[src/hw/rtl/dphk_pkg.sv]
// Shared types, constants and state-map helpers for the double pair Hilbert key.
package dphk_pkg;

  localparam int CURVE_ORDER = 32;
  localparam int RAW_W       = 64;
  localparam int KEY_W       = 64;
  localparam int IDX_W       = 2 * CURVE_ORDER;
  localparam int SCAN_STAGES = $clog2(CURVE_ORDER);

  typedef logic [RAW_W-1:0]       raw_t;
  typedef logic [KEY_W-1:0]       key_t;
  typedef logic [CURVE_ORDER-1:0] coord_t;
  typedef logic [IDX_W-1:0]       idx_t;

  // Orientation state: [1] swap, [0] invert.
  typedef logic [1:0] st_t;
  // Map from orientation state to next state, entry s at bits [2s+1:2s].
  typedef logic [7:0] smap_t;
  // Orientation entering each level, level 0 being the top bit.
  typedef logic [CURVE_ORDER-1:0][1:0] st_vec_t;

  localparam st_t ST_START = 2'b00;

  // State map of one level, given that level's raw x and y bits.
  function automatic smap_t level_map(input logic xb, input logic yb);
    smap_t m;
    st_t   s;
    logic  rx;
    logic  ry;
    m = '0;
    for (int i = 0; i < 4; i++) begin
      s  = st_t'(i);
      rx = (s[1] ? yb : xb) ^ s[0];
      ry = (s[1] ? xb : yb) ^ s[0];
      m[2*i +: 2] = ry ? s : {~s[1], s[0] ^ rx};
    end
    return m;
  endfunction

  // Map that applies f first and then g.
  function automatic smap_t map_compose(input smap_t f, input smap_t g);
    smap_t r;
    st_t   mid;
    r = '0;
    for (int i = 0; i < 4; i++) begin
      mid = f[2*i +: 2];
      r[2*i +: 2] = g[2*mid +: 2];
    end
    return r;
  endfunction

endpackage

[src/hw/rtl/dphk_quant.sv]
// Order-preserving mapping of a double bit pattern to an axis coordinate.
module dphk_quant (
  input  dphk_pkg::raw_t   bits,
  output dphk_pkg::coord_t coord
);
  import dphk_pkg::*;

  raw_t mapped;

  // Negative: invert all; positive: flip the sign bit.
  assign mapped = bits[RAW_W-1] ? ~bits : {~bits[RAW_W-1], bits[RAW_W-2:0]};
  assign coord  = mapped[RAW_W-1 -: CURVE_ORDER];

endmodule

[src/hw/rtl/dphk_scan.sv]
// Parallel prefix over per-level state maps: orientation entering each level.
module dphk_scan (
  input  dphk_pkg::coord_t  qx,
  input  dphk_pkg::coord_t  qy,
  output dphk_pkg::st_vec_t st_in
);
  import dphk_pkg::*;

  smap_t lvl [0:SCAN_STAGES][CURVE_ORDER];

  genvar k, j;
  generate
    for (k = 0; k < CURVE_ORDER; k++) begin : g_leaf
      assign lvl[0][k] = level_map(qx[CURVE_ORDER-1-k], qy[CURVE_ORDER-1-k]);
    end
    for (j = 0; j < SCAN_STAGES; j++) begin : g_stage
      for (k = 0; k < CURVE_ORDER; k++) begin : g_node
        if (k >= (1 << j)) begin : g_join
          assign lvl[j+1][k] = map_compose(lvl[j][k-(1<<j)], lvl[j][k]);
        end else begin : g_pass
          assign lvl[j+1][k] = lvl[j][k];
        end
      end
    end
    // Level k starts from the state left by levels 0..k-1.
    for (k = 0; k < CURVE_ORDER; k++) begin : g_out
      if (k == 0) begin : g_first
        assign st_in[k] = ST_START;
      end else begin : g_rest
        assign st_in[k] = lvl[SCAN_STAGES][k-1][2*ST_START +: 2];
      end
    end
  endgenerate

endmodule

[src/hw/rtl/dphk_digits.sv]
// Hilbert quadrant digit of each level from its bits and entering orientation.
module dphk_digits (
  input  dphk_pkg::coord_t  qx,
  input  dphk_pkg::coord_t  qy,
  input  dphk_pkg::st_vec_t st_in,
  output dphk_pkg::idx_t    index
);
  import dphk_pkg::*;

  genvar k;
  generate
    for (k = 0; k < CURVE_ORDER; k++) begin : g_lvl
      logic rx;
      logic ry;
      assign rx = (st_in[k][1] ? qy[CURVE_ORDER-1-k] : qx[CURVE_ORDER-1-k]) ^ st_in[k][0];
      assign ry = (st_in[k][1] ? qx[CURVE_ORDER-1-k] : qy[CURVE_ORDER-1-k]) ^ st_in[k][0];
      // (3*rx) xor ry as two bits, placed at weight s*s.
      assign index[2*(CURVE_ORDER-1-k) +: 2] = {rx, rx ^ ry};
    end
  endgenerate

endmodule

[src/hw/rtl/double_pair_hilbert_key.sv]
// Top level: Hilbert key of a point given as two double bit patterns.
//
//   channel | ports                               | direction
//   --------+-------------------------------------+----------
//   input   | in_valid, in_ready, in_x_bits,      | in
//           | in_y_bits                           |
//   result  | out_valid, out_ready,               | out
//           | out_hilbert_index                   |
//
// The input transfer loads the input register; quantize, orientation prefix scan
// and digit logic then feed the result register. One item is taken every cycle
// while the result side does not stall; the five-stage prefix scan over
// the per-level state maps sets the combinational depth.
// Reset (rst_n low, synchronous) clears both valid flags; payload is not reset.
// A stall at the result side holds the result register, and the input register
// holds too once it is full, so in_ready drops only when both stages are full.
module double_pair_hilbert_key (
  input  logic           clk,
  input  logic           rst_n,
  input  logic           in_valid,
  output logic           in_ready,
  input  dphk_pkg::raw_t in_x_bits,
  input  dphk_pkg::raw_t in_y_bits,
  output logic           out_valid,
  input  logic           out_ready,
  output dphk_pkg::key_t out_hilbert_index
);
  import dphk_pkg::*;

  // Input stage
  logic    in_vld_r;
  logic    in_vld_nxt;
  raw_t    x_r;
  raw_t    y_r;
  // Result stage
  logic    out_vld_r;
  logic    out_vld_nxt;
  key_t    idx_r;

  logic    adv_out;
  logic    adv_in;
  coord_t  qx;
  coord_t  qy;
  st_vec_t st_in;
  idx_t    index;

  // Result register loads when empty or when its transfer completes.
  assign adv_out = !out_vld_r || out_ready;
  // Input register loads when empty or when its item moves on.
  assign adv_in  = !in_vld_r || adv_out;
  assign in_ready = adv_in;

  always_comb begin
    in_vld_nxt  = in_vld_r;
    out_vld_nxt = out_vld_r;
    if (adv_in) begin
      in_vld_nxt = in_valid;
    end
    if (adv_out) begin
      out_vld_nxt = in_vld_r;
    end
  end

  always_ff @(posedge clk) begin
    if (!rst_n) begin
      in_vld_r  <= 1'b0;
      out_vld_r <= 1'b0;
    end else begin
      in_vld_r  <= in_vld_nxt;
      out_vld_r <= out_vld_nxt;
    end
  end

  // Capture payload on input transfer.
  always_ff @(posedge clk) begin
    if (in_valid && adv_in) begin
      x_r <= in_x_bits;
      y_r <= in_y_bits;
    end
  end

  // Map both coordinates to order-preserving unsigned values.
  dphk_quant u_quant_x (.bits(x_r), .coord(qx));
  dphk_quant u_quant_y (.bits(y_r), .coord(qy));

  // Orientation entering each level via a prefix scan of state maps.
  dphk_scan u_scan (.qx(qx), .qy(qy), .st_in(st_in));

  // Per-level quadrant digits form the index.
  dphk_digits u_digits (.qx(qx), .qy(qy), .st_in(st_in), .index(index));

  // Advance the result register; hold it while the consumer stalls.
  always_ff @(posedge clk) begin
    if (in_vld_r && adv_out) begin
      idx_r <= KEY_W'(index);
    end
  end

  assign out_valid         = out_vld_r;
  assign out_hilbert_index = idx_r;

endmodule

[config.mk]
export PLATFORM = sky130hd
export DESIGN_NAME = double_pair_hilbert_key
export DESIGN_NICKNAME = d
export VERILOG_FILES = /design/src/hw/rtl/dphk_pkg.sv /design/src/hw/rtl/dphk_quant.sv /design/src/hw/rtl/dphk_scan.sv /design/src/hw/rtl/dphk_digits.sv /design/src/hw/rtl/double_pair_hilbert_key.sv
export SDC_FILE = /design/constraint.sdc
export NUM_CORES = 1
export LEC_CHECK = 0
export BUFFER_PORTS_ARGS = -buffer_cell sky130_fd_sc_hd__buf_2
export CORE_ASPECT_RATIO = 0.7
export CORE_UTILIZATION = 35
export DETAILED_ROUTE_END_ITERATION = 10
export PLACE_DENSITY_LB_ADDON = 0.05
export SYNTH_ARGS = -nofsm -noshare
export SYNTH_HDL_FRONTEND = slang
export SYNTH_SLANG_ARGS = --single-unit
[constraint.sdc]
create_clock -name clk -period 8.1 [get_ports clk]
set_input_delay 0 -clock clk [delete_from_list [all_inputs] [get_ports clk]]
set_output_delay 0 -clock clk [all_outputs]
set_load 0.02 [all_outputs]
### After elaboration in Yosys (flattened, before gate mapping)

Index checks and enable logic that the tools add are counted.

* register bits: 194
* output and inout port bits: 66

* shift operators: 406
* mux-type cells: 185
* bitwise logic cells: 98
* reduce and logical (&&, ||, !) cells: 6

Operators by type and width (count)
* 8-bit by 4-bit indexed part select with 2-bit output: 406
* 2-bit 2-to-1 mux: 121
* 64-bit 2-to-1 mux: 2
* 64-bit NOT: 2
* 1-bit bitwise XOR: 94
* 1-bit 2-to-1 mux: 62
* 1-bit logical AND: 2
* 1-bit logical NOT: 2
* 1-bit logical OR: 2
* 1-bit NOT: 2

### Depth between registers and ports, before layout

* depth in word-level cells: 11
* mapped depth: 22

### Cells and area by module

From an unflattened synthesis, not the netlist that was laid out.

* cell total of the unflattened synthesis: 8745
* area, all modules: 62832.8 µm²

By module, submodules not included
* dphk_scan: times used 1, cells an instance 8344, area each 55149.1 µm²
* double_pair_hilbert_key: times used 1, cells an instance 201, area each 5869.4 µm²
* dphk_digits: times used 1, cells an instance 128, area each 1121.1 µm²
* dphk_quant: times used 2, cells an instance 36, area each 346.6 µm²

### Least setup slack after synthesis

OpenSTA, ideal clock, no wires.

* kind: reg-to-reg
* start point: register x_r[63]
* end point: register idx_r[1] (netlist: out_hilbert_index[1]) (data pin)
* library setup time: 0.263 ns
* arrival: 4.624 ns
* data required time: 7.837 ns
* setup slack: 3.213 ns
* cell stages (with the launch flop): 17
* buffers on the path: 5
* clock period less this slack: 4.887 ns
* path through: edfxtp_1 -> buf_6 -> buf_12 -> buf_12 -> inv_2 -> ha_1 -> clkbuf_1 -> clkbuf_1 -> mux2i_1 -> o21ai_0 -> o21ai_1 -> mux2i_4 -> mux2_2 -> mux2i_2 -> mux4_2 -> mux2i_1 -> xor2_1

* word-level cells in the longest chain between the ends: 9

RTL lines
* start, declared: RTL line double_pair_hilbert_key.sv:33 `raw_t x_r;`
* start signal, assigned: RTL line double_pair_hilbert_key.sv:77 `x_r <= in_x_bits;`
* 1-bit NOT / 64-bit NOT (equally long branches): RTL line dphk_quant.sv:11 `assign mapped = bits[RAW_W-1] ? ~bits : {~bits[RAW_W-1], bits[RAW_W-2:0]};`
* 64-bit 2-to-1 mux *: RTL line dphk_quant.sv:11
* net index[63]: RTL line double_pair_hilbert_key.sv:45 `idx_t index;`
* 2-bit 2-to-1 mux *: RTL line dphk_pkg.sv:35 `m[2*i +: 2] = ry ? s : {~s[1], s[0] ^ rx};`
* 8-bit by 4-bit indexed part select with 2-bit output * (4 in series): RTL line dphk_pkg.sv:47 `r[2*i +: 2] = g[2*mid +: 2];`
* 1-bit 2-to-1 mux: RTL line dphk_digits.sv:15 `assign rx = (st_in[k][1] ? qy[CURVE_ORDER-1-k] : qx[CURVE_ORDER-1-k]) ^ st_in[k][0];`
* 1-bit bitwise XOR *: RTL line dphk_digits.sv:15
* net index[1]: RTL line double_pair_hilbert_key.sv:45
* end signal, assigned: RTL line double_pair_hilbert_key.sv:95 `idx_r <= KEY_W'(index);`
* end, declared: RTL line double_pair_hilbert_key.sv:38 `key_t idx_r;`

Mark *: on every way through the listed nets, which the timed path passes. The rest lies on a longest branch.
A chain may end at the register's enable or synchronous reset.

### Worst setup path after layout

* start point: register y_r[63]
* end point: register idx_r[1] (netlist: out_hilbert_index[1]) (data pin)

* word-level cells in the longest chain between the ends: 9

RTL lines
* start, declared: RTL line double_pair_hilbert_key.sv:34 `raw_t y_r;`
* start signal, assigned: RTL line double_pair_hilbert_key.sv:78 `y_r <= in_y_bits;`
* 64-bit 2-to-1 mux *: RTL line dphk_quant.sv:11
* 2-bit 2-to-1 mux / 64-bit 2-to-1 mux (equally long branches): RTL line dphk_pkg.sv:35, dphk_quant.sv:11
* 8-bit by 4-bit indexed part select with 2-bit output / 2-bit 2-to-1 mux (equally long branches): RTL line dphk_pkg.sv:47, dphk_pkg.sv:35
* 8-bit by 4-bit indexed part select with 2-bit output (4 in series): RTL line dphk_pkg.sv:47
* 1-bit 2-to-1 mux: RTL line dphk_digits.sv:15
* 1-bit bitwise XOR *: RTL line dphk_digits.sv:15
* net index[1]: RTL line double_pair_hilbert_key.sv:45

Marked as above.

==> summary.txt <==
Synthesis
  – Synth Warn #: 0
  – Synthesized flop and latch total: 130
  – EDFF count, synth: 128
  – Syn nets: 3555
  – Synth unique cells: 90
  – Netlist area before placement: 30100 µm²
  – Post-synthesis cell count: 3404
  – Post-synth ARST share: 0%
  – Synth Area per Inst: 8.86 µm²
  – Register area share after synthesis: 12.9%
  – Post-synth top flop: edfxtp_1

Clock tree
  – # H-tree levels: 4
  – Clock Latency Late Sink: 540 ps
  – Cts repair resizes: 0
  – CTS tree: yes
  – Clk slew on worst S/H paths: 100 ps
  – Clock sink count: 130
  – TritonCTS Buffers: 17
  – Clk root buf: clkbuf_16
  – Clock Path Buffers: 2

Floorplan
  – Io pins: 198
  – Core area: 84700 µm²
  – Initial core utilization: 35.6%
  – Die Footprint: 87300 µm²
  – Die width: 353 µm
  – Row cnt: 89
  – Die H: 248 µm

Finish
  – Commonest non-fill, non-tap cells in the layout: mux2i_1, nand2_1, a21oi_1, nor2_1, o21ai_0
  – Nets: 3684
  – Fraction of final layout cells sized beyond drive strength 1: 17.3%
  – ANT cells: 0
  – Storage element area: 3880 µm²
  – Layout fillers: 8389
  – Commonest non-fill, non-tap cell in the layout: mux2i_1
  – Area growth syn-to-layout: 10.5%
  – Area of the multi-input gates: 25100 µm²
  – Final Util: 39.3%

STA
  – Fmax: 156 MHz
  – Pins Over Slew Limit: 0
  – Final worst slack: 1680 ps
  – Slew HR: 15.8%
  – Setup repair after global routing missed its margin: false
  – Tmin final: 6420 ps
  – Least-Margin Pin Slew: 1260 ps
  – Fin crit share: 79.2%
  – Final Setup Violations: 0
  – Total Neg Setup Slack: 0 ps
  – Fin. Hold Viols: 0
  – Setup Skew: 34.6 ps

Placement
  – DP HPWL: 96800 µm
  – Setup WS pre-CTS: 1850 ps
  – # port buffers: 133
  – GPL Wtd Cong: 0.911

GRT
  – Total grt overflow: 0
  – Initial antenna violation count: 0
  – Largest net degree at the start of global routing: 65
  – GRT Resource Usage Total: 27.1%
  – Vias in the first global route: 26664
  – First-pass GRT wire length: 179000 µm

Drt
  – Post-route ant nets: 0
  – Initial DRC count: 2784
  – DRC: 0
  – DRT Pass-1 Iters: 7
  – Mean routed wirelength per cell: 26.1 µm
  – DR vias: 28875
  – Vias/cell: 6.17
  – Final Routed Wirelength: 122000 µm

Pwr
  – Final Power: 12.4 mW
  – Leak pwr: 13.9 nW
  – Power Dens Cells: 371 nW/µm²
  – Worst VDD drop: 0.206 mV

Min path
  – Hold Path Class: primary input to register
  – Hold path depth: 2

Critical path
  – Startpoint types: register
  – Critical Path Stages: 14
  – Setup Crit Path Kind: register to register
  – Crit. End Element: register
  – Worst-path cell chain: buf_12, xor2_2, inv_1, nor2_1, o22ai_2, mux2i_1, mux2i_1, mux2i_1, mux2i_4, mux2_2, mux2i_2, mux4_2, mux2i_1, xor2_1
  – Critical Path Fanout Max: 16
  – Worst reg2reg path depth: 14
  – Most Frequent Cell on Critical Path: mux2i_1
  – CP max stage delay: 750 ps
  – CP Data Required Time: 8370 ps
  – CP Buf/Inv Count: 2
  – Slowest stage cell, crit path: xor2_2
  – WP data arrival: 6680 ps
  – CP top delay family: multiplexers

Run status
  – Status: finished clean

Job
  – Maxcap violations: 0
-- power breakdown --
| group | internal (mW) | leakage, nW | total [mW] | switching, mW |
|---|---|---|---|---|
| logic | 4.20 | 12.4 | 10.5 | 6.27 |
| registers | 0.959 | 1.24 | 1.03 | 0.0675 |
| clock network | 0.461 | 0.294 | 0.871 | 0.410 |
-- metal layers --
| metal | up-vias | share of wire (%) | GRT usage [%] | routed length, µm |
|---|---|---|---|---|
| li1 | 13289 | - | - | - |
| met3 | 88 | 8.1 | 7.03 | 9920 |
| met2 | 1083 | 40 | 36.8 | 48400 |
| met1 | 14413 | 51 | 41.7 | 62000 |
| met4 | 2 | 1.4 | 5.90 | 1680 |
| met5 | - | 0.090 | 0.919 | 110 |
-- synthesized netlist by cell type (8+ instances only) --
cell,number,area share [%]
o211ai_1,72,1.8
mux2_2,78,2.9
a211oi_1,49,1.2
o22ai_1,33,0.68
buf_2,79,1.3
xnor2_2,10,0.54
buf_4,14,0.35
o221ai_1,26,0.76
o21a_1,9,0.22
xor2_1,54,1.6
nand2_1,242,3.0
o21ai_0,148,2.5
a221oi_1,12,0.35
inv_1,59,0.73
o21ai_2,15,0.44
xnor2_1,114,3.3
maj3_1,13,0.43
nor3b_1,11,0.27
inv_2,20,0.25
a2111oi_0,8,0.23
edfxtp_1,128,13
clkbuf_1,68,0.85
o21ai_1,90,1.5
mux4_2,91,6.8
ha_1,19,0.79
mux2i_1,1013,34
a31oi_1,20,0.42
xor2_2,18,0.97
mux2i_4,12,0.90
a21oi_2,25,0.73
a22oi_1,8,0.20
nor3_1,46,0.76
a21o_1,8,0.20
xor2_4,12,1.1
nor2b_1,40,0.83
nand3_1,65,1.1
a21oi_1,238,4.0
nand2b_1,39,0.81
nor2_1,229,2.9
mux2i_2,32,1.5
-- what timing repair did --
action	in CTS	in global routing
hold buffers	68	0
endpoints found under the hold margin	66	0
setup buffers	0	0
-- cell families after synthesis --
family,count (synthesis),share of synthesized area [%]
compound gates,846,18.0
xor+xnor,212,7.85
fa+ha+maj,33,1.26
buf+inv,260,4.13
flops,130,12.9
mux,1228,45.8
simple gates,695,10.1
-- worst paths after layout --
| check | endpoint | from | slack [ps] |
|---|---|---|---|
| worst max register to register | out_hilbert_index[1]$_DFFE_PP_ | y_r[63]$_DFFE_PP_ | 1680 |
| worst max-delay path | out_hilbert_index[1]$_DFFE_PP_ | y_r[63]$_DFFE_PP_ | 1680 |
| worst min-delay path | y_r[57]$_DFFE_PP_ | in_y_bits[57] | 170 |
| worst min register to register | out_hilbert_index[0]$_DFFE_PP_ | x_r[32]$_DFFE_PP_ | 840 |
-- state kept, by name, summed over array words and instances (netlist names) --
signal and count:
in_vld_r 1, out_hilbert_index 64, out_valid 1, x_r 32
y_r 32
-- final cells by class --
type | instances | area share (%)
inverters | 80 | 0.901
clock inverters | 15 | 0.514
clock buffers | 17 | 1.28
repair buffers | 290 | 6.08
multi-input cells | 3014 | 75.3
flip-flops and latches | 130 | 11.7
well taps | 1137 | 4.27
-- per-stage QoR --
| stage | cell area [µm²] | hold WS (ps) | cells |
|---|---|---|---|
| final | 33300 | 174 | 4683 |
| after global routing | 33300 | 149 | 4683 |
| after CTS | 33300 | 116 | 4683 |
| after detailed placement | 32000 | 178 | 4583 |
| after global placement | 32000 | 177 | 4583 |
| after floorplan | 30100 | 98.9 | 3404 |
(Power assumes the default switching activity.)
